===== config.mk =====
export PLATFORM = sky130hd
export DESIGN_NAME = wet_dry_mix_soft_mute_meter
export DESIGN_NICKNAME = d
export VERILOG_FILES = /design/src/sv/wdmsm_pkg.sv /design/src/sv/wet_dry_mix_soft_mute_meter.sv
export SDC_FILE = /design/constraint.sdc
export NUM_CORES = 1
export LEC_CHECK = 0
export BUFFER_PORTS_ARGS = -buffer_cell sky130_fd_sc_hd__buf_4
export CORE_AREA = 3 3 157 311
export CTS_BUF_LIST = sky130_fd_sc_hd__clkbuf_8
export CTS_CLUSTER_SIZE = 25
export DETAILED_ROUTE_END_ITERATION = 8
export DIE_AREA = 0 0 160 314
export PLACE_DENSITY = 0.76
export SYNTH_ARGS = -nofsm -noshare
export SYNTH_HDL_FRONTEND = slang
export SYNTH_SLANG_ARGS = --single-unit

===== constraint.sdc =====
create_clock -name clk -period 8.34 [get_ports clk]
set_input_delay 0.417 -clock clk [delete_from_list [all_inputs] [get_ports clk]]
set_output_delay 0.417 -clock clk [all_outputs]
set_load 0.02 [all_outputs]

===== src/sv/wdmsm_pkg.sv =====
// Shared types, codes and helpers for the wet/dry mixer with soft mute and peak meters.
package wdmsm_pkg;

    // One stereo frame as it arrives on the input channel
    typedef struct packed {
        logic signed [15:0] dry_right;
        logic signed [15:0] dry_left;
        logic signed [15:0] wet_right;
        logic signed [15:0] wet_left;
        logic        [11:0] wet_gain;
        logic        [1:0]  mute_request;
        logic        [3:0]  level_clear_mask;
    } frame_t;

    // One result as it leaves on the output channel
    typedef struct packed {
        logic signed [15:0] out_right;
        logic signed [15:0] out_left;
        logic        [14:0] peak_in_right;
        logic        [14:0] peak_in_left;
        logic        [14:0] peak_out_right;
        logic        [14:0] peak_out_left;
        logic        [1:0]  mute_phase;
    } result_t;

    // Soft-mute phases
    typedef enum logic [1:0] {
        MODE_PLAY     = 2'd0,
        MODE_FADE_OUT = 2'd1,
        MODE_MUTED    = 2'd2,
        MODE_FADE_IN  = 2'd3
    } mute_mode_t;

    // Mute request codes
    localparam logic [1:0] REQ_MUTE   = 2'd1;
    localparam logic [1:0] REQ_UNMUTE = 2'd2;

    // Meter slots, also the bit order of the clear mask
    localparam int PK_IN_R  = 0;
    localparam int PK_IN_L  = 1;
    localparam int PK_OUT_R = 2;
    localparam int PK_OUT_L = 3;

    // Sequencer states
    typedef enum logic [3:0] {
        ST_IDLE,
        ST_MUL_WR,
        ST_MUL_DR,
        ST_MUL_WL,
        ST_MUL_DL,
        ST_MIX_L,
        ST_RAMP_MUL,
        ST_DIV_PREP,
        ST_DIV_STEP,
        ST_DIV_END,
        ST_FINISH
    } seq_state_t;

    // Rectified magnitude; the most negative sample reads as full scale
    function automatic logic [14:0] mag15(input logic signed [15:0] s);
        logic [15:0] neg;
        begin
            neg = 16'(-s);
            if (!s[15])
            begin
                mag15 = s[14:0];
            end
            else if (s == 16'sh8000)
            begin
                mag15 = 15'h7fff;
            end
            else
            begin
                mag15 = neg[14:0];
            end
        end
    endfunction

endpackage


===== src/sv/wet_dry_mix_soft_mute_meter.sv =====
// Top level: stereo wet/dry cross-fade, soft-mute ramp and peak meters on one shared multiplier.
//
//  channel  | handshake                  | item
//  ---------+----------------------------+------------------------------
//  frame    | frame_valid / frame_stall  | frame    (wdmsm_pkg::frame_t)
//  result   | result_valid / result_stall| result   (wdmsm_pkg::result_t)
//
// Sequence: while playing or muted an item passes through ST_MUL_WR, ST_MUL_DR, ST_MUL_WL,
// ST_MUL_DL, ST_MIX_L and ST_FINISH, then ST_IDLE before the next item is taken. During a fade
// the two ramp steps each add a multiply, a set-up state, a reciprocal multiply and a saturating
// write-back state. The single 16 x N multiplier and the staged division by the ramp length set
// this sequence; ST_FINISH also waits while a stalled result holds the output register.
// Reset: asynchronous, active low; mute phase starts at muted, ramp count and meters at zero.
// Stalls: frame_stall is high whenever the sequencer is busy; a finished result waits in the
// output register, and the next item is still taken while it waits.
module wet_dry_mix_soft_mute_meter #(
    parameter int RAMP_STEPS = 512,
    parameter int GAIN_BITS  = 12
) (
    input  logic               clk,
    input  logic               rst_n,
    input  logic               frame_valid,
    output logic               frame_stall,
    input  wdmsm_pkg::frame_t  frame,
    output logic               result_valid,
    input  logic               result_stall,
    output wdmsm_pkg::result_t result
);
    import wdmsm_pkg::*;

    // Width of the ramp count, which holds 0 .. RAMP_STEPS
    localparam int CW   = $clog2(RAMP_STEPS + 1);
    // Unsigned multiplier operand: gain share or ramp count
    localparam int BU   = (GAIN_BITS > CW) ? GAIN_BITS : CW;
    localparam int BW   = BU + 1;
    localparam int PW   = 16 + BW;
    localparam int AW   = PW + 1;
    // Divider numerator: quotient always fits 16 bits
    localparam int NW   = 16 + CW;
    localparam int GW   = (GAIN_BITS > 12) ? GAIN_BITS : 12;
    localparam int GMAX = (1 << GAIN_BITS) - 1;
    // Reciprocal of the ramp length, rounded up: exact floor for any numerator below 2^NW
    localparam int     LW      = $clog2(RAMP_STEPS);
    localparam int     SW      = NW + LW;
    localparam longint RECIP_L = ((longint'(1) << SW) + longint'(RAMP_STEPS) - 1)
                                 / longint'(RAMP_STEPS);

    localparam logic [GW-1:0]        GMAX_W  = GW'(GMAX);
    localparam logic [GAIN_BITS-1:0] GMAX_G  = GAIN_BITS'(GMAX);
    localparam logic [NW:0]          RECIP   = (NW + 1)'(RECIP_L);
    localparam logic [CW-1:0]        RAMP_C  = CW'(RAMP_STEPS);
    localparam logic [NW-1:0]        ROUND_N = NW'(RAMP_STEPS - 1);
    localparam logic signed [AW-1:0] MAX_A   = AW'(32767);
    localparam logic signed [AW-1:0] MIN_A   = AW'(-32768);

    // Arithmetic shift (floor) then clamp to 16 bits
    function automatic logic signed [15:0] sat_mix(input logic signed [AW-1:0] acc);
        logic signed [AW-1:0] sh;
        begin
            sh = acc >>> GAIN_BITS;
            if (sh > MAX_A)
            begin
                sat_mix = 16'sh7fff;
            end
            else if (sh < MIN_A)
            begin
                sat_mix = 16'sh8000;
            end
            else
            begin
                sat_mix = sh[15:0];
            end
        end
    endfunction

    // Sequencer and datapath registers
    seq_state_t              state_reg, state_next;
    frame_t                  frame_reg, frame_next;
    logic [GAIN_BITS-1:0]    g_reg, g_next;
    logic signed [AW-1:0]    acc_reg, acc_next;
    logic signed [15:0]      mix_r_reg, mix_r_next;
    logic signed [15:0]      mix_l_reg, mix_l_next;
    logic                    chan_reg, chan_next;
    logic                    neg_reg, neg_next;
    logic [NW-1:0]           num_reg, num_next;
    logic [15:0]             quo_reg, quo_next;
    mute_mode_t              mode_reg, mode_next;
    logic [CW-1:0]           count_reg, count_next;
    logic [14:0]             peak_reg [4];
    logic [14:0]             peak_next [4];
    result_t                 result_reg, result_next;
    logic                    res_valid_reg, res_valid_next;

    // Shared multiplier
    logic signed [15:0]      mul_a;
    logic [BU-1:0]           mul_bu;
    logic signed [BW-1:0]    mul_b;
    logic signed [PW-1:0]    prod;

    // Work signals
    logic [GAIN_BITS-1:0]    gd;
    logic [GW-1:0]           g_w;
    logic                    take;
    logic [AW-1:0]           mag_acc;
    logic [NW-1:0]           num;
    logic [2*NW:0]           rprod;
    logic signed [16:0]      q17;
    logic signed [16:0]      ramp_val;
    logic signed [15:0]      ramp_sat;
    logic signed [15:0]      o_r, o_l;
    logic [14:0]             pk_or, pk_ol;
    logic [14:0]             m_r, m_l;
    logic [CW-1:0]           cnt_dec, cnt_inc;

    assign frame_stall  = (state_reg != ST_IDLE);
    assign take         = frame_valid && !frame_stall;
    assign result_valid = res_valid_reg;
    assign result       = result_reg;

    assign gd    = GMAX_G - g_reg;
    assign mul_b = $signed({1'b0, mul_bu});
    assign prod  = mul_a * mul_b;

    // Operand selection for the shared multiplier
    always_comb
    begin
        mul_a  = frame_reg.wet_right;
        mul_bu = BU'(g_reg);
        case (state_reg)
            ST_MUL_WR:
            begin
                mul_a  = frame_reg.wet_right;
                mul_bu = BU'(g_reg);
            end
            ST_MUL_DR:
            begin
                mul_a  = frame_reg.dry_right;
                mul_bu = BU'(gd);
            end
            ST_MUL_WL:
            begin
                mul_a  = frame_reg.wet_left;
                mul_bu = BU'(g_reg);
            end
            ST_MUL_DL:
            begin
                mul_a  = frame_reg.dry_left;
                mul_bu = BU'(gd);
            end
            ST_RAMP_MUL:
            begin
                mul_a  = chan_reg ? mix_l_reg : mix_r_reg;
                mul_bu = BU'(count_reg);
            end
            default:
            begin
                mul_a  = frame_reg.wet_right;
                mul_bu = BU'(g_reg);
            end
        endcase
    end

    // Divider helpers
    assign mag_acc  = acc_reg[AW-1] ? AW'(-acc_reg) : AW'(acc_reg);
    assign num      = NW'(mag_acc) + (acc_reg[AW-1] ? ROUND_N : '0);
    assign rprod    = num_reg * RECIP;
    assign q17      = $signed({1'b0, quo_reg});
    assign ramp_val = neg_reg ? -q17 : q17;
    assign ramp_sat = (ramp_val > 17'sd32767) ? 16'sh7fff :
                      (ramp_val < -17'sd32768) ? 16'sh8000 : ramp_val[15:0];

    // Finishing values
    assign o_r     = (mode_reg == MODE_MUTED) ? 16'sd0 : mix_r_reg;
    assign o_l     = (mode_reg == MODE_MUTED) ? 16'sd0 : mix_l_reg;
    assign m_r     = mag15(o_r);
    assign m_l     = mag15(o_l);
    assign pk_or   = (peak_reg[PK_OUT_R] < m_r) ? m_r : peak_reg[PK_OUT_R];
    assign pk_ol   = (peak_reg[PK_OUT_L] < m_l) ? m_l : peak_reg[PK_OUT_L];
    assign cnt_dec = (count_reg != '0) ? count_reg - 1'b1 : count_reg;
    assign cnt_inc = count_reg + 1'b1;
    assign g_w     = GW'(frame.wet_gain);

    // Next state and datapath
    always_comb
    begin
        state_next     = state_reg;
        frame_next     = frame_reg;
        g_next         = g_reg;
        acc_next       = acc_reg;
        mix_r_next     = mix_r_reg;
        mix_l_next     = mix_l_reg;
        chan_next      = chan_reg;
        neg_next       = neg_reg;
        num_next       = num_reg;
        quo_next       = quo_reg;
        mode_next      = mode_reg;
        count_next     = count_reg;
        peak_next      = peak_reg;
        result_next    = result_reg;
        res_valid_next = res_valid_reg && result_stall;

        case (state_reg)
            ST_IDLE:
            begin
                if (take)
                begin
                    frame_next = frame;
                    // Clamp the gain to the top of its range
                    g_next = (g_w > GMAX_W) ? GMAX_G : g_w[GAIN_BITS-1:0];
                    // Take a request only in a settled phase
                    if (mode_reg == MODE_PLAY && frame.mute_request == REQ_MUTE)
                    begin
                        mode_next  = MODE_FADE_OUT;
                        count_next = RAMP_C;
                    end
                    else if (mode_reg == MODE_MUTED && frame.mute_request == REQ_UNMUTE)
                    begin
                        mode_next  = MODE_FADE_IN;
                        count_next = '0;
                    end
                    // Input meters follow the dry samples
                    if (peak_reg[PK_IN_R] < mag15(frame.dry_right))
                    begin
                        peak_next[PK_IN_R] = mag15(frame.dry_right);
                    end
                    if (peak_reg[PK_IN_L] < mag15(frame.dry_left))
                    begin
                        peak_next[PK_IN_L] = mag15(frame.dry_left);
                    end
                    state_next = ST_MUL_WR;
                end
            end
            ST_MUL_WR:
            begin
                acc_next   = AW'(prod);
                state_next = ST_MUL_DR;
            end
            ST_MUL_DR:
            begin
                acc_next   = acc_reg + AW'(prod);
                state_next = ST_MUL_WL;
            end
            ST_MUL_WL:
            begin
                mix_r_next = sat_mix(acc_reg);
                acc_next   = AW'(prod);
                state_next = ST_MUL_DL;
            end
            ST_MUL_DL:
            begin
                acc_next   = acc_reg + AW'(prod);
                state_next = ST_MIX_L;
            end
            ST_MIX_L:
            begin
                mix_l_next = sat_mix(acc_reg);
                chan_next  = 1'b0;
                if (mode_reg == MODE_FADE_OUT || mode_reg == MODE_FADE_IN)
                begin
                    state_next = ST_RAMP_MUL;
                end
                else
                begin
                    state_next = ST_FINISH;
                end
            end
            ST_RAMP_MUL:
            begin
                acc_next   = AW'(prod);
                state_next = ST_DIV_PREP;
            end
            ST_DIV_PREP:
            begin
                // Floor division of a negative product: divide |v| + D - 1, then negate
                neg_next   = acc_reg[AW-1];
                num_next   = num;
                state_next = ST_DIV_STEP;
            end
            ST_DIV_STEP:
            begin
                // Multiply by the reciprocal and keep the integer part
                quo_next   = rprod[SW+15:SW];
                state_next = ST_DIV_END;
            end
            ST_DIV_END:
            begin
                if (chan_reg)
                begin
                    mix_l_next = ramp_sat;
                    state_next = ST_FINISH;
                end
                else
                begin
                    mix_r_next = ramp_sat;
                    chan_next  = 1'b1;
                    state_next = ST_RAMP_MUL;
                end
            end
            ST_FINISH:
            begin
                // Hold until the output register is free
                if (!res_valid_reg || !result_stall)
                begin
                    case (mode_reg)
                        MODE_FADE_OUT:
                        begin
                            count_next = cnt_dec;
                            if (cnt_dec == '0)
                            begin
                                mode_next = MODE_MUTED;
                            end
                        end
                        MODE_FADE_IN:
                        begin
                            if (cnt_inc >= RAMP_C)
                            begin
                                mode_next  = MODE_PLAY;
                                count_next = '0;
                            end
                            else
                            begin
                                count_next = cnt_inc;
                            end
                        end
                        default:
                        begin
                            count_next = count_reg;
                        end
                    endcase
                    result_next.out_right      = o_r;
                    result_next.out_left       = o_l;
                    result_next.peak_in_right  = peak_reg[PK_IN_R];
                    result_next.peak_in_left   = peak_reg[PK_IN_L];
                    result_next.peak_out_right = pk_or;
                    result_next.peak_out_left  = pk_ol;
                    result_next.mute_phase     = mode_next;
                    res_valid_next             = 1'b1;
                    // Report, then drop the meters named in the mask
                    peak_next[PK_IN_R]  = frame_reg.level_clear_mask[PK_IN_R]  ? '0
                                          : peak_reg[PK_IN_R];
                    peak_next[PK_IN_L]  = frame_reg.level_clear_mask[PK_IN_L]  ? '0
                                          : peak_reg[PK_IN_L];
                    peak_next[PK_OUT_R] = frame_reg.level_clear_mask[PK_OUT_R] ? '0 : pk_or;
                    peak_next[PK_OUT_L] = frame_reg.level_clear_mask[PK_OUT_L] ? '0 : pk_ol;
                    state_next = ST_IDLE;
                end
            end
            default:
            begin
                state_next = ST_IDLE;
            end
        endcase
    end

    // Control state
    always_ff @(posedge clk or negedge rst_n)
    begin
        if (!rst_n)
        begin
            state_reg     <= ST_IDLE;
            mode_reg      <= MODE_MUTED;
            count_reg     <= '0;
            peak_reg      <= '{default: '0};
            res_valid_reg <= 1'b0;
            chan_reg      <= 1'b0;
        end
        else
        begin
            state_reg     <= state_next;
            mode_reg      <= mode_next;
            count_reg     <= count_next;
            peak_reg      <= peak_next;
            res_valid_reg <= res_valid_next;
            chan_reg      <= chan_next;
        end
    end

    // Payload
    always_ff @(posedge clk)
    begin
        frame_reg  <= frame_next;
        g_reg      <= g_next;
        acc_reg    <= acc_next;
        mix_r_reg  <= mix_r_next;
        mix_l_reg  <= mix_l_next;
        neg_reg    <= neg_next;
        num_reg    <= num_next;
        quo_reg    <= quo_next;
        result_reg <= result_next;
    end

endmodule


==> impl_metrics.toml, run 1 <==
[cts]
clk_path_buf_depth = 3
clkTransAtPathRegs_ns = 0.07
insertion_delay_ns = 0.65
htree_levels = 2
cts_buffers = 51
clock-sinks = 347
cts_root_buffer = "clkbuf_8"
cts_tree = "yes"

[timing]
skew_ns = 0.0319
hold_viol_final = 0
tightestPinTransition_ns = 1.32
min_period_ns = 8.16
slew_viol_final = 0
setup_slack_ns = 0.179
setup_viol = 0
max-slew-margin-rel_pct = 11.2
min_period_over_period_pct = 97.8
max_freq_mhz = 123

[setup_path]
ff2ff_setup_slack_ns = 0.18
critPathMaxFanout = 8
crit_path_start_kind = "flip-flop"
crit_type = "flip-flop to flip-flop"
endpoint = "acc_reg[27]"
critPathMaxStageDelay_ns = 0.56
crit_path_top_delay_cell = "fa_1"
r2r_cells = 37
cp.required_ns = 8.73
worstReg2RegStart = "state_reg[0]"
r2r_end = "acc_reg[27]"
worstPathArrival_ns = 8.55
crit_start = "state_reg[0]"
endpoint_kind = "flip-flop"

[placement]
place_ws_ns = 0.00203
dp_hpwl_um = 65400
io_buffer_count = 181
globalplace.congestion = 0.985

[logic_synthesis]
postSynth.asyncResetShare_pct = 22.5
synth_cell_types = 78
synth_seq_cells = 347
synth-edff-count = 269
synth_top_area_share_pct = 30.1
netlist_top_cells_area = "edfxtp_1 (30%), fa_1 (13%), ha_1 (7.9%), dfrtp_1 (7.2%), nand2_1 (4.4%)"
synth_area_mm2 = 0.0269
synth_warnings = 0
ys_seq_area_share_pct = 37.3
yosysMostFrequentCell = "nand2_1"
yosys.area.top_type = "edfxtp_1"
yosys-top-cells-count = "nand2_1 (315), inv_1 (314), edfxtp_1 (269)"
syn_inst = 2725
syn_nets = 3159
postSynthAreaPerCell_um2 = 9.86
synthFlopType = "edfxtp_1"

[cells_and_area]
post-route-util_pct = 71.0
syn_to_final_growth_pct = 23.7
final_nets = 3643
n_fill_cell = 3537
regArea_mm2 = 0.0100
largest_reg_flops = 94
drive_gt1_share_pct = 21.1
multiInputGateArea_mm2 = 0.0157

[global_routing]
overflow = 0
grt_pass1_vias = 24400
antenna_found_initial = 1
grt_usage_pct = 32.8
grt_pass1_wl_um = 129000
grt_max_degree = 70

[routing]
first_iter_violations = 1595
via_per_inst = 5.94
totalWireLength_um = 84200
vias = 23100
dr.pass1.iters = 9
wire_per_inst_um = 21.7
antenna_left = 0
drc = 0

[die]
rows = 112
core_area_mm2 = 0.0468
ios = 182
fp.dieH_um = 314
die_area_mm2 = 0.0502
start_util_pct = 57.4
die_x_um = 160

[worst_hold_path]
hp-class = "primary input to flip-flop"

[run]
maxCapViolations = 0

[run_status]
status = "complete, no violations"
[routing by layer]
layer	track usage, %	vias up	share of wire, %	routed length (um)
li1	-	10400	-	-
met1	31.7	11200	32	26700
met2	62.6	1024	54	45300
met3	3.96	373	5.4	4570
met4	24.5	0	9.0	7580
met5	0	-	0	0
[through the flow]
stage                     instance area (um^2)  instances  TNS (ns)  hold WS (ns)
after floorplan                          26900       2725         0         0.121
after global placement                   30600       3682         0         0.301
after detailed placement                 30600       3682         0         0.310
after CTS                                32500       3854         0       0.00462
after global routing                     33200       3880    -0.219        0.0222
final                                    33200       3880         0        0.0222
[worst max-delay path: cells and delay by family (launching register included)]
kind	cells	cell delay, ns
compound gates	11	1.79
buf+inv	11	1.50
simple gates	5	0.62
flops	1	0.48
xor+xnor	2	0.35
fa+ha+maj	7	2.90
mux	1	0.28
[placed cells by master (no fill, tap or decap), types with 13 or more instances in the layout]
master	count
o221ai_1	13
inv_1	320
edfxtp_1	269
or2_2	14
buf_4	452
xnor2_1	77
a22oi_1	19
o21a_1	16
or4_1	14
a21oi_2	13
nor2_1	203
nor2b_1	28
nor3_1	32
and2_1	55
nand3_1	32
xor2_1	61
fa_1	177
a21oi_1	94
or3_1	15
o31ai_1	31
nand2_1	313
o2bb2ai_1	22
ha_1	162
nor4_1	15
dfrtp_1	73
a21o_1	38
mux2i_1	44
clkbuf_8	55
o21ai_0	156
nand2b_1	39
dlygate4sd3_1	76
[final cells by class]
cell class	count	share of cell area, %
multi-input cells	1946	47.1
flip-flops and latches	347	30.2
repair buffers	549	13.4
inverters	314	3.56
well taps	627	2.36
clock buffers	55	2.28
clock inverters	41	1.05
diodes	1	0.00753
[worst min-delay path by stage]
stage	end	slack (ns)	depth (start not counted)	startpoint
4_1_cts	frame_reg[55]	0.005	1	frame[55]
6_report	frame_reg[59]	0.02	1	frame[59]
3_5_place_dp	peak_reg[41]	0.31	1	rst_n
2_1_floorplan	chan_reg	0.12	0	rst_n
3_3_place_gp	peak_reg[41]	0.30	1	rst_n
5_1_grt	frame_reg[59]	0.02	1	frame[59]
[logic make-up after synthesis]
group	synth area share, %
adders and majority gates	21.2
DFF	37.3
AOI/OAI and AO/OA	14.2
xor gates and xnor gates	4.66
muxes	2.10
buffers and inverters	6.10
and+or+nand+nor	14.3
[timing repair]
action                                 in CTS  in global routing
pin swaps                                   0                 43
setup buffers                               0                 23
resized for setup                           1                117
setup endpoints to repair                   1                 11
hold buffers                               76                  0
endpoints found under the hold margin      93                  0
gates cloned                                0                  3
Power of run 1 is not shown: default switching activity piles up to over one toggle a cycle in this logic, so the estimate is an artifact.
==> inputs of run 2 (changes only) <==
--- a/config.mk
+++ b/config.mk
@@ -12,6 +12,7 @@
 export DETAILED_ROUTE_END_ITERATION = 8
 export DIE_AREA = 0 0 160 314
 export PLACE_DENSITY = 0.76
+export RECOVER_POWER = 50
 export SYNTH_ARGS = -nofsm -noshare
 export SYNTH_HDL_FRONTEND = slang
 export SYNTH_SLANG_ARGS = --single-unit
==> run 2 against run 1 <==
- the flow now finishes with violations (capacitance limit, slew limit)
- first-iteration DRC count rose by 0.38%
- cell count did not move
- maximum frequency rose by 0.11%
- clock skew fell by 0.0019 ns
- final area fell by 1.7%
- core utilization fell by 1.2 points
- critical path depth did not move
- critical path type unchanged
- critical endpoint unchanged
- largest cell class unchanged
==> impl_metrics.toml, run 2 (synthesized netlist as in run 1, its figures left out) <==
[setup_path]
crit_path_top_delay_cell = "fa_1"
critPathMaxFanout = 8
crit_type = "flip-flop to flip-flop"
crit_path_start_kind = "flip-flop"
cp.required_ns = 8.73
endpoint_kind = "flip-flop"
critPathMaxStageDelay_ns = 0.56
worstPathArrival_ns = 8.54

[cells_and_area]
n_fill_cell = 3725
final_cell_mix = "inv_1 (320), nand2_1 (313), buf_4 (273), edfxtp_1 (269), nor2_1 (204)"
largest_reg_flops = 94
multiInputGateArea_mm2 = 0.0157
drive_gt1_share_pct = 16.4
post-route-util_pct = 69.7
design_area_mm2 = 0.0326
syn_to_final_growth_pct = 21.5
regArea_mm2 = 0.0100
final_nets = 3643
layout_commonest_cell = "inv_1"

[cts]
clk_path_buf_depth = 3
insertion_delay_ns = 0.66
htree_levels = 2
cts_buffers = 51
cts_root_buffer = "clkbuf_8"
clkTransAtPathRegs_ns = 0.09
clock-sinks = 347
cts_tree = "yes"

[global_routing]
grt_pass1_wl_um = 129000
grt_usage_pct = 32.8
grtUsageMet2_pct = 62.6
grtUsageMet1_pct = 31.7
grt_pass1_vias = 24400
grt_max_degree = 70
grt.busiest_layer = "met2"
use_met3_pct = 3.96
overflow = 0
antenna_found_initial = 1

[timing]
tightestPinTransition_ns = 3.91
setup_viol = 0
min_period_over_period_pct = 97.7
min_period_ns = 8.15
max-slew-margin-rel_pct = -161
setup-tns-final_ns = 0
max_freq_mhz = 123
skew_ns = 0.0299
hold_viol_final = 0
slew_viol_final = 127

[die]
die_x_um = 160
ios = 182
start_util_pct = 57.4
die_area_mm2 = 0.0502
core_area_mm2 = 0.0468
fp.dieH_um = 314
rows = 112

[run]
maxCapViolations = 3

[routing]
totalWireLength_um = 84200
wire_per_inst_um = 21.7
antenna_left = 0
dr.pass1.iters = 6
first_iter_violations = 1601
via_per_inst = 5.95
vias = 23100
drc = 0

[worst_hold_path]
hp-class = "primary input to flip-flop"

[placement]
dp_hpwl_um = 65400
io_buffer_count = 181
place_area_mm2 = 0.0306
globalplace.congestion = 0.985

[run_status]
violations = "capacitance limit, slew limit"
status = "complete, but fails checks"
run 2: cell types whose count changed in the layout (fill, tap and decap cells not counted), sizes merged:
cell / change
buf: -179
clkbuf: +179
run 2: worst max-delay path, delay by kind of cell, from the launching register on:
family | cells | cell delay, ns
adder cells (fa/ha/maj) | 7 | 2.89
AO/OA/AOI/OAI | 11 | 1.79
buffers and inverters | 11 | 1.48
AND/OR/NAND/NOR | 5 | 0.62
flip-flops | 1 | 0.49
XOR/XNOR | 2 | 0.35
multiplexers | 1 | 0.28
run 2: path summary, 6_finish.rpt:
path | from | cells past startpoint | slack [ns] | endpoint
min | frame[5] | 4 | 0.14 | count_reg[9]
min in group asynchronous | rst_n | 2 | 0.52 | peak_reg[41]
min reg2reg | num_reg[15] | 0 | 0.42 | quo_reg[6]
max reg2reg | state_reg[0] | 37 | 0.19 | acc_reg[27]
max in group asynchronous | rst_n | 3 | 3.24 | state_reg[0]
max | state_reg[0] | 37 | 0.19 | acc_reg[27]
run 2: final cells by class:
cell class,count,area share (%)
multi-input combinational,1946,48.0
clock buffer,55,2.32
inverter,314,3.62
antenna,1,0.00767
sequential,347,30.7
clock inverter,41,1.07
timing repair buffer,549,11.9
tap,627,2.40
run 2: through the flow:
step / hold slack (ns) / setup slack, ns / instances
after floorplan: 0.121 / 0.00556 / 2725
after global placement: 0.301 / 0.106 / 3682
after detailed placement: 0.310 / 0.00203 / 3682
after CTS: 0.00462 / 0.0161 / 3854
after global routing: 0.140 / -0.0978 / 3880
final: 0.144 / 0.188 / 3880
run 2: timing repair:
item	4_1_cts	5_1_grt
endpoints found under the setup margin	1	11
hold endpoints to repair	93	0
setup buffers	0	23
resized for setup	1	117
hold buffers	76	0
gates cloned	0	3
pin swaps	0	43
run 2: per-layer routing:
| layer | up-vias | part of all wire (%) | wire (um) |
|---|---|---|---|
| met5 | - | 0 | 0 |
| met3 | 381 | 5.2 | 4360 |
| met2 | 1014 | 54 | 45100 |
| li1 | 10400 | - | - |
| met1 | 11300 | 32 | 27000 |
| met4 | 0 | 9.1 | 7670 |
Power of run 2 is left out for the same reason.
